**config.mk**
```make
export PLATFORM = sky130hd
export DESIGN_NAME = moving_average_filter
export DESIGN_NICKNAME = d
export VERILOG_FILES = /design/src/rtl/core/maf_pkg.sv /design/src/rtl/core/moving_average_filter.sv /design/src/rtl/core/maf_out_fifo.sv
export SDC_FILE = /design/constraint.sdc
export NUM_CORES = 2
export LEC_CHECK = 0
export BUFFER_PORTS_ARGS = -buffer_cell sky130_fd_sc_hd__buf_2
export CORE_MARGIN = 2
export CORE_UTILIZATION = 45
export CTS_CLUSTER_DIAMETER = 100
export DETAILED_ROUTE_END_ITERATION = 8
export GPL_TIMING_DRIVEN = 0
export PLACE_DENSITY_LB_ADDON = 0.1
export SLEW_MARGIN = 30
export SYNTH_ARGS = -nofsm -noshare
export SYNTH_HDL_FRONTEND = slang
export SYNTH_SLANG_ARGS = --single-unit
```
**constraint.sdc**
```tcl
create_clock -name clk_i -period 7.4 [get_ports clk_i]
set_clock_uncertainty 0.15 [all_clocks]
set_input_delay 1.11 -clock clk_i [delete_from_list [all_inputs] [get_ports clk_i]]
set_output_delay 1.11 -clock clk_i [all_outputs]
set_load 0.01 [all_outputs]
```
**src/rtl/core/maf_pkg.sv**
```systemverilog
// Shared constants, types and codes for the moving average filter.
// No dependencies; imported by every module of the block.
package maf_pkg;

  // Window store geometry
  localparam int unsigned WINDOW_MAX = 64;
  localparam int unsigned ADDR_W     = $clog2(WINDOW_MAX);
  localparam int unsigned CNT_W      = $clog2(WINDOW_MAX + 1);

  // Field widths
  localparam int unsigned SAMPLE_W   = 32;
  localparam int unsigned WSIZE_W    = 7;
  localparam int unsigned FRAC_BITS  = 16;
  localparam int unsigned RECIP_W    = FRAC_BITS + 1;
  localparam int unsigned SUM_W      = SAMPLE_W + ADDR_W;
  localparam int unsigned PROD_W     = SUM_W + RECIP_W + 1;
  localparam int unsigned TRUNC_W    = PROD_W - FRAC_BITS;

  // Configuration port
  localparam int unsigned CFG_IDX_W  = 1;
  localparam int unsigned CFG_DATA_W = RECIP_W;
  localparam logic [CFG_IDX_W-1:0] REG_WINDOW_SIZE = 1'b0;
  localparam logic [CFG_IDX_W-1:0] REG_RECIPROCAL  = 1'b1;

  localparam logic [WSIZE_W-1:0] WSIZE_RESET = WSIZE_W'(16);
  localparam logic [RECIP_W-1:0] RECIP_RESET = RECIP_W'(4096);

  // Request actions
  localparam logic ACT_PUSH  = 1'b0;
  localparam logic ACT_CLEAR = 1'b1;

  // Output queue
  localparam int unsigned FIFO_DEPTH = 8;
  localparam int unsigned FIFO_PTR_W = $clog2(FIFO_DEPTH);
  localparam int unsigned FIFO_CNT_W = $clog2(FIFO_DEPTH + 1);

  typedef logic signed [SUM_W-1:0]  sum_t;
  typedef logic signed [PROD_W-1:0] prod_t;

  typedef struct packed {
    logic signed [SAMPLE_W-1:0] average;
    logic                       average_valid;
  } result_t;

endpackage

```
**src/rtl/core/moving_average_filter.sv**
```systemverilog
// Boxcar moving average over the last window_size signed Q16.16 samples, scaled by a
// software-set Q1.16 reciprocal. Sustains one request per clock while the input is not
// stalled. A result reaches the output in these steps: the store read happens at
// acceptance, then come the sum update, the multiplier register and the scaled write into
// the output queue. At most eight requests are outstanding in the pipeline and the output
// queue together; beyond that the input stalls. A write of window_size starts a
// re-summing pass through the store's single read port. The pass reads each entry of the
// effective window (zero counts as one, above the depth counts as the depth). Requests and
// further configuration writes wait during the pass. Requests also stall while a
// configuration write is offered. That write is taken once nothing is in flight. The
// store is empty after reset with no clearing pass.
module moving_average_filter (
  input  logic                             clk_i,
  input  logic                             rst_ni,
  // Request channel
  input  logic                             in_valid_i,
  output logic                             in_stall_o,
  input  logic                             action_i,
  input  logic signed [maf_pkg::SAMPLE_W-1:0] sample_i,
  // Result channel
  output logic                             out_valid_o,
  input  logic                             out_stall_i,
  output logic signed [maf_pkg::SAMPLE_W-1:0] average_o,
  output logic                             average_valid_o,
  // Configuration channel
  input  logic                             cfg_valid_i,
  output logic                             cfg_ready_o,
  input  logic [maf_pkg::CFG_IDX_W-1:0]    cfg_index_i,
  input  logic [maf_pkg::CFG_DATA_W-1:0]   cfg_data_i
);
  import maf_pkg::*;

  // Configuration registers
  logic [WSIZE_W-1:0] wsize_q;
  logic [RECIP_W-1:0] recip_q;
  logic [CNT_W-1:0]   n_win;

  // Control state
  logic [ADDR_W-1:0]  wpos_q;
  logic               full_q;
  sum_t               sum_q;
  logic [WINDOW_MAX-1:0] vbits_q;
  logic [FIFO_CNT_W-1:0] pending_q;

  // Store and read port
  logic [SAMPLE_W-1:0] mem [WINDOW_MAX];
  logic [ADDR_W-1:0]   rd_addr;
  logic [SAMPLE_W-1:0] rd_q;
  logic                rdv_q;

  // Re-summing pass
  logic               sw_issue_q;
  logic [ADDR_W-1:0]  sw_idx_q;
  logic               sw_acc_q;
  logic               busy;

  // Pipeline stages
  logic               s1_valid_q, s1_clear_q, s1_inwin_q, s1_report_q, s1_fwd_q;
  logic [ADDR_W-1:0]  s1_addr_q;
  logic [SAMPLE_W-1:0] s1_sample_q, s1_fwd_data_q;
  logic               s2_valid_q, s2_report_q;
  logic               s3_valid_q, s3_report_q;
  prod_t              prod_q;

  logic               in_acc, cfg_acc, pop;
  logic [ADDR_W-1:0]  next_pos;
  logic [SAMPLE_W-1:0] old_val;
  prod_t              recip_ext, biased;
  logic [TRUNC_W-1:0] trunc;
  logic signed [SAMPLE_W-1:0] sat;
  result_t            res, out_res;

  // Effective window: zero acts as one, above the depth acts as the depth
  always_comb begin
    if (wsize_q == '0)                           n_win = CNT_W'(1);
    else if (CNT_W'(wsize_q) > CNT_W'(WINDOW_MAX)) n_win = CNT_W'(WINDOW_MAX);
    else                                         n_win = CNT_W'(wsize_q);
  end

  // Configuration takes precedence: requests hold while a write is offered
  assign busy        = sw_issue_q || sw_acc_q;
  assign in_stall_o  = busy || cfg_valid_i || (pending_q == FIFO_CNT_W'(FIFO_DEPTH));
  assign cfg_ready_o = !busy && (pending_q == '0);
  assign in_acc      = in_valid_i && !in_stall_o;
  assign cfg_acc     = cfg_valid_i && cfg_ready_o;
  assign pop         = out_valid_o && !out_stall_i;

  // Next write position: wraps after the window end or the store end
  assign next_pos = ({1'b0, wpos_q} == CNT_W'(n_win - 1'b1)) ? '0 : wpos_q + 1'b1;

  assign rd_addr = sw_issue_q ? sw_idx_q : wpos_q;

  // Store: written by the sum stage, read through a registered port
  always_ff @(posedge clk_i) begin
    if (s1_valid_q && !s1_clear_q) begin
      mem[s1_addr_q] <= s1_sample_q;
    end
    rd_q <= mem[rd_addr];
  end

  // Configuration registers
  always_ff @(posedge clk_i or negedge rst_ni) begin
    if (!rst_ni) begin
      wsize_q <= WSIZE_RESET;
      recip_q <= RECIP_RESET;
    end else if (cfg_acc) begin
      unique case (cfg_index_i)
        REG_WINDOW_SIZE: wsize_q <= cfg_data_i[WSIZE_W-1:0];
        REG_RECIPROCAL:  recip_q <= cfg_data_i;
        default: ;
      endcase
    end
  end

  // Old entry seen by the sum stage, forwarded past the write of the request ahead
  assign old_val = s1_fwd_q ? s1_fwd_data_q : (rdv_q ? rd_q : '0);

  // Position, full flag, entry valid bits, running sum and re-summing pass
  always_ff @(posedge clk_i or negedge rst_ni) begin
    if (!rst_ni) begin
      wpos_q     <= '0;
      full_q     <= 1'b0;
      sum_q      <= '0;
      vbits_q    <= '0;
      rdv_q      <= 1'b0;
      sw_issue_q <= 1'b0;
      sw_idx_q   <= '0;
      sw_acc_q   <= 1'b0;
    end else begin
      rdv_q    <= vbits_q[rd_addr];
      sw_acc_q <= sw_issue_q;

      // Position and full flag move at acceptance
      if (in_acc) begin
        if (action_i == ACT_CLEAR) begin
          full_q <= 1'b0;
        end else begin
          wpos_q <= next_pos;
          if (!full_q && ({1'b0, next_pos} == CNT_W'(n_win - 1'b1))) full_q <= 1'b1;
        end
      end

      // Store contents and sum change in the sum stage
      if (s1_valid_q) begin
        if (s1_clear_q) begin
          vbits_q <= '0;
          sum_q   <= '0;
        end else begin
          vbits_q[s1_addr_q] <= 1'b1;
          if (s1_inwin_q) begin
            sum_q <= sum_q + sum_t'($signed(s1_sample_q)) - sum_t'($signed(old_val));
          end
        end
      end

      // Re-summing pass after a window size write
      if (cfg_acc && (cfg_index_i == REG_WINDOW_SIZE)) begin
        sw_issue_q <= 1'b1;
        sw_idx_q   <= '0;
        sum_q      <= '0;
      end else if (sw_issue_q) begin
        if ({1'b0, sw_idx_q} == CNT_W'(n_win - 1'b1)) sw_issue_q <= 1'b0;
        sw_idx_q <= sw_idx_q + 1'b1;
      end
      if (sw_acc_q && rdv_q) begin
        sum_q <= sum_q + sum_t'($signed(rd_q));
      end
    end
  end

  // Stage 1: request captured alongside the store read
  always_ff @(posedge clk_i or negedge rst_ni) begin
    if (!rst_ni) begin
      s1_valid_q <= 1'b0;
    end else begin
      s1_valid_q <= in_acc;
    end
  end

  always_ff @(posedge clk_i) begin
    if (in_acc) begin
      s1_clear_q    <= (action_i == ACT_CLEAR);
      s1_addr_q     <= wpos_q;
      s1_sample_q   <= sample_i;
      s1_inwin_q    <= ({1'b0, wpos_q} < n_win);
      s1_report_q   <= (action_i == ACT_PUSH) && full_q;
      s1_fwd_q      <= s1_valid_q && (s1_clear_q || (s1_addr_q == wpos_q));
      s1_fwd_data_q <= s1_clear_q ? '0 : s1_sample_q;
    end
  end

  // Stages 2 and 3: multiply the updated sum, then scale
  assign recip_ext = prod_t'($signed({1'b0, recip_q}));

  always_ff @(posedge clk_i or negedge rst_ni) begin
    if (!rst_ni) begin
      s2_valid_q <= 1'b0;
      s3_valid_q <= 1'b0;
    end else begin
      s2_valid_q <= s1_valid_q;
      s3_valid_q <= s2_valid_q;
    end
  end

  always_ff @(posedge clk_i) begin
    s2_report_q <= s1_report_q;
    s3_report_q <= s2_report_q;
    prod_q      <= prod_t'(sum_q) * recip_ext;
  end

  // Truncate toward zero, then saturate to 32 bits
  assign biased = prod_q + (prod_q[PROD_W-1] ? prod_t'((1 << FRAC_BITS) - 1) : prod_t'(0));
  assign trunc  = biased[PROD_W-1:FRAC_BITS];

  always_comb begin
    if ((&trunc[TRUNC_W-1:SAMPLE_W-1]) || !(|trunc[TRUNC_W-1:SAMPLE_W-1])) begin
      sat = trunc[SAMPLE_W-1:0];
    end else if (trunc[TRUNC_W-1]) begin
      sat = {1'b1, {(SAMPLE_W-1){1'b0}}};
    end else begin
      sat = {1'b0, {(SAMPLE_W-1){1'b1}}};
    end
  end

  assign res.average       = s3_report_q ? sat : '0;
  assign res.average_valid = s3_report_q;

  // Requests accepted and not yet delivered
  always_ff @(posedge clk_i or negedge rst_ni) begin
    if (!rst_ni) begin
      pending_q <= '0;
    end else if (in_acc && !pop) begin
      pending_q <= pending_q + 1'b1;
    end else if (!in_acc && pop) begin
      pending_q <= pending_q - 1'b1;
    end
  end

  maf_out_fifo u_out_fifo (
    .clk_i       (clk_i),
    .rst_ni      (rst_ni),
    .push_i      (s3_valid_q),
    .push_data_i (res),
    .pop_i       (pop),
    .valid_o     (out_valid_o),
    .data_o      (out_res)
  );

  assign average_o       = out_res.average;
  assign average_valid_o = out_res.average_valid;

  // Checks
  a_pending_bound: assert property (@(posedge clk_i) disable iff (!rst_ni)
    pending_q <= FIFO_CNT_W'(FIFO_DEPTH))
    else $error("pending count above queue depth");

  a_sweep_alone: assert property (@(posedge clk_i) disable iff (!rst_ni)
    sw_acc_q |-> !s1_valid_q && !s2_valid_q && !s3_valid_q)
    else $error("re-summing pass overlaps a request in flight");

  a_clear_empties: assert property (@(posedge clk_i) disable iff (!rst_ni)
    (s1_valid_q && s1_clear_q && !cfg_acc) |=> (sum_q == '0) && (vbits_q == '0))
    else $error("clear left store or sum non-zero");

  a_out_when_pending: assert property (@(posedge clk_i) disable iff (!rst_ni)
    out_valid_o |-> (pending_q != '0))
    else $error("result shown with nothing pending");

  a_unreported_zero: assert property (@(posedge clk_i) disable iff (!rst_ni)
    (s3_valid_q && !s3_report_q) |-> (res.average == '0))
    else $error("non-valid result carries a value");

endmodule

```
**src/rtl/core/maf_out_fifo.sv**
```systemverilog
// Output queue for the moving average filter: holds finished results until taken.
// Depends on maf_pkg for depth and the result type.
module maf_out_fifo (
  input  logic            clk_i,
  input  logic            rst_ni,
  input  logic            push_i,
  input  maf_pkg::result_t push_data_i,
  input  logic            pop_i,
  output logic            valid_o,
  output maf_pkg::result_t data_o
);
  import maf_pkg::*;

  result_t                 store_q [FIFO_DEPTH];
  logic [FIFO_PTR_W-1:0]   wr_ptr_q, rd_ptr_q;
  logic [FIFO_CNT_W-1:0]   count_q;

  // Payload storage
  always_ff @(posedge clk_i) begin
    if (push_i) begin
      store_q[wr_ptr_q] <= push_data_i;
    end
  end

  // Pointers and fill level
  always_ff @(posedge clk_i or negedge rst_ni) begin
    if (!rst_ni) begin
      wr_ptr_q <= '0;
      rd_ptr_q <= '0;
      count_q  <= '0;
    end else begin
      if (push_i) wr_ptr_q <= wr_ptr_q + 1'b1;
      if (pop_i)  rd_ptr_q <= rd_ptr_q + 1'b1;
      if (push_i && !pop_i)      count_q <= count_q + 1'b1;
      else if (!push_i && pop_i) count_q <= count_q - 1'b1;
    end
  end

  assign valid_o = (count_q != '0);
  assign data_o  = store_q[rd_ptr_q];

endmodule
```
==> metrics <==
status finished, final reports clean; GR Overflow Total 0; Starting DRT DRC Count 6,709; fin nets 9,884; syn nets 9,225; arrival time worst endpoint 7.76 ns; cell repeated most along the worst path fa_1; DR vias 72,691; Post-DP Area 140,000 sq um; CP Launch Type flop; Pre-antenna DRT Iters 7; setup slack at placement -1.53 ns; Setup-failing EPs final 0; final hold vios 0; Post-synth ARST share 0.0603; Post-synth EDFFs 2,386; sequential area share after synthesis 0.602; clock buffers created by TritonCTS 290; DR WL/cell 28.3 um; Max-cap violations 0; path category of the worst min-delay check flop to flop; DRC errors left 0; Yosys warnings 0; min Tclk post-route 7.10 ns; Main synth FF type edfxtp_1; CP endpoint kind flop; Max clock buf depth 4; final non-filler cell area 150,000 sq um; area grow syn2layout 16.3%; die height 539 um; CTS clk-pin slew, worst paths 0.06 ns; Total GRT Usage 0.253; site row count 196; Initial Util 0.452; Max Clk Rate 141 MHz; largest net degree at the start of global routing 57; post-synthesis cell count 8,281; total negative setup slack 0 ns; count of port buffers added during placement 91; CTS Root Cell clkbuf_16; syn_area_per_cell 15.5 sq um; GP Congestion 1.07; routed vias/inst 5.62; number of global-route vias before repair 76,045; CP required 8.06 ns; Skew-Pair Late Insertion Delay 0.89 ns; CTS tree yes; H-Tree Depth 5; crit share post-route 0.960; slowest CP cell or4b_2; global-route wire length before repair 533,000 um; worst slew pin tran 1.27 ns; Setup WS post-layout 0.297 ns; top area cells in the synthesized netlist edfxtp_1 56%, mux4_2 10%, fa_1 10%; Clock Sinks 2,635; Synth area leader edfxtp_1; Yosys reg bits 2,635; initial antenna violation count 15; Syn Std Cell Area 129,000 sq um; # IOs 92; ratio of cells with drive above 1 in the final layout 0.194; share of the synthesized area in the top cell type 0.557; Slew Limit Fails 0; Slew HR 0.153; post-route ant nets 0; CP Class flop to flop; Worst Path Max Fanout 10; Critical Path Max Stage Delay 0.62 ns; Fillers 23,283; Post-DP HPWL 279,000 um; Die Area 290,000 sq um; core area 285,000 sq um; wirelength, routed 366,000 um; Die X 539 um; post-synth cell types 79
synth_stat cells (21+ instances only):
| library cell | number |
|---|---|
| nor3_1 | 33 |
| nor2_1 | 193 |
| buf_1 | 36 |
| buf_2 | 62 |
| xor2_1 | 74 |
| nand3_1 | 46 |
| mux4_2 | 594 |
| inv_1 | 895 |
| nand2_1 | 764 |
| nand2b_1 | 25 |
| a311oi_1 | 72 |
| a221oi_1 | 27 |
| a22o_1 | 33 |
| o21ai_0 | 112 |
| a211oi_1 | 179 |
| and3_1 | 25 |
| dfxtp_1 | 90 |
| o21bai_1 | 21 |
| a31oi_1 | 79 |
| and2_1 | 417 |
| mux2_2 | 65 |
| edfxtp_1 | 2386 |
| fa_1 | 651 |
| a21oi_1 | 217 |
| ha_1 | 237 |
| clkbuf_1 | 336 |
| dfrtp_1 | 157 |
| nand4_1 | 32 |
| a21o_1 | 112 |
| xnor2_1 | 119 |
final timing paths:
| path | startpoint | to | slack (ns) | depth (start not counted) |
|---|---|---|---|---|
| min reg2reg | s2_report_q | s3_report_q | 0.19 | 0 |
| max reg2reg | recip_q[6] | prod_q[35] | 0.30 | 25 |
| max | recip_q[6] | prod_q[35] | 0.30 | 25 |
| min in group asynchronous | rst_ni | u_out_fifo.count_q[1] | 0.62 | 2 |
| max in group asynchronous | rst_ni | recip_q[12] | 5.34 | 4 |
| min | s2_report_q | s3_report_q | 0.19 | 0 |
metrics by stage:
stage	utilization	instances	hold slack [ns]
2_1_floorplan	-	8281	0.160
3_3_place_gp	0.470	12134	0.171
3_5_place_dp	0.490	12398	0.169
4_1_cts	0.524	12925	0.183
5_1_grt	0.525	12940	0.188
6_report	0.525	12944	0.186
per-layer routing:
metal | routed length (um) | vias to the layer above | part of all wire | track usage
met1 | 149000 | 38269 | 0.41 | 0.335
met4 | 18900 | 0 | 0.052 | 0.112
li1 | - | 31621 | - | -
met5 | 0 | - | 0 | 0
met2 | 177000 | 2223 | 0.48 | 0.419
met3 | 21000 | 578 | 0.057 | 0.0357
sequential cells by signal (all words and copies together) (netlist names), 3 cells and up:
register             cells
mem                   2048
u_out_fifo.store_q     264
vbits_q                 64
prod_q                  56
sum_q                   38
rd_q                    32
s1_fwd_data_q           32
s1_sample_q             32
recip_q                 17
wsize_q                  7
s1_addr_q                6
sw_idx_q                 6
wpos_q                   6
pending_q                4
u_out_fifo.count_q       4
u_out_fifo.rd_ptr_q      3
u_out_fifo.wr_ptr_q      3
what timing repair did:
action | 4_1_cts | 5_1_grt
setup buffers | 7 | 10
setup endpoints to repair | 31 | 11
pin swaps | 4 | 6
resized for setup | 126 | 121
endpoints found under the hold margin | 15 | 0
hold buffers | 1 | 0
critical path, delay by kind of cell, from the launching register on:
| kind | cells | cell delay, ns |
|---|---|---|
| adders and majority gates | 7 | 3.37 |
| DFF | 1 | 0.39 |
| AOI/OAI and AO/OA | 7 | 1.30 |
| buffers and inverters | 8 | 0.98 |
| and+or+nand+nor | 3 | 0.90 |
layout make-up:
| type | instances | area [sq um] | area share |
|---|---|---|---|
| inverters | 895 | 3360 | 0.0225 |
| clock buffers | 369 | 7780 | 0.0520 |
| clock inverters | 151 | 1670 | 0.0112 |
| plain buffers | 431 | 2010 | 0.0134 |
| well taps | 3762 | 4710 | 0.0315 |
| flip-flops and latches | 2635 | 77500 | 0.518 |
| diodes | 14 | 35.0 | 0.000234 |
| multi-input cells | 4314 | 46900 | 0.313 |
| repair buffers | 373 | 5720 | 0.0382 |
kinds of logic (layout without fill, tap and decap cells):
kind of cell / count (synthesis) / in the layout / synth area share
flops: 2635 / 2635 / 0.602
simple gates: 1598 / 1598 / 0.0588
buf+inv: 1332 / 2219 / 0.0397
compound gates: 966 / 966 / 0.0511
fa+ha+maj: 888 / 888 / 0.124
mux: 669 / 669 / 0.111
xor+xnor: 193 / 193 / 0.0131
other cells: 0 / 14 / 0
layout by cell type, fill, tap and decap left out, types with 33 or more instances in the layout:
master / count
xor2_1: 74
a21o_1: 112
a22o_1: 33
nor2_4: 70
inv_1: 895
buf_8: 43
buf_4: 38
o21ai_0: 103
clkinv_1: 44
buf_6: 88
nand2_1: 760
buf_2: 170
mux4_2: 594
clkbuf_16: 296
xnor2_1: 118
nand3_1: 45
edfxtp_1: 2386
fa_1: 649
and2_1: 416
ha_1: 236
clkbuf_1: 276
clkinv_2: 52
buf_16: 122
a311oi_1: 71
dfxtp_1: 89
dfrtp_1: 141
a21oi_1: 207
a211oi_1: 177
nor2_1: 123
mux2_2: 65
clkbuf_2: 68
a31oi_1: 78
Power is left out: the tool's default activity adds up to more than one toggle a clock period on the data nets, which glitch-free logic cannot reach.
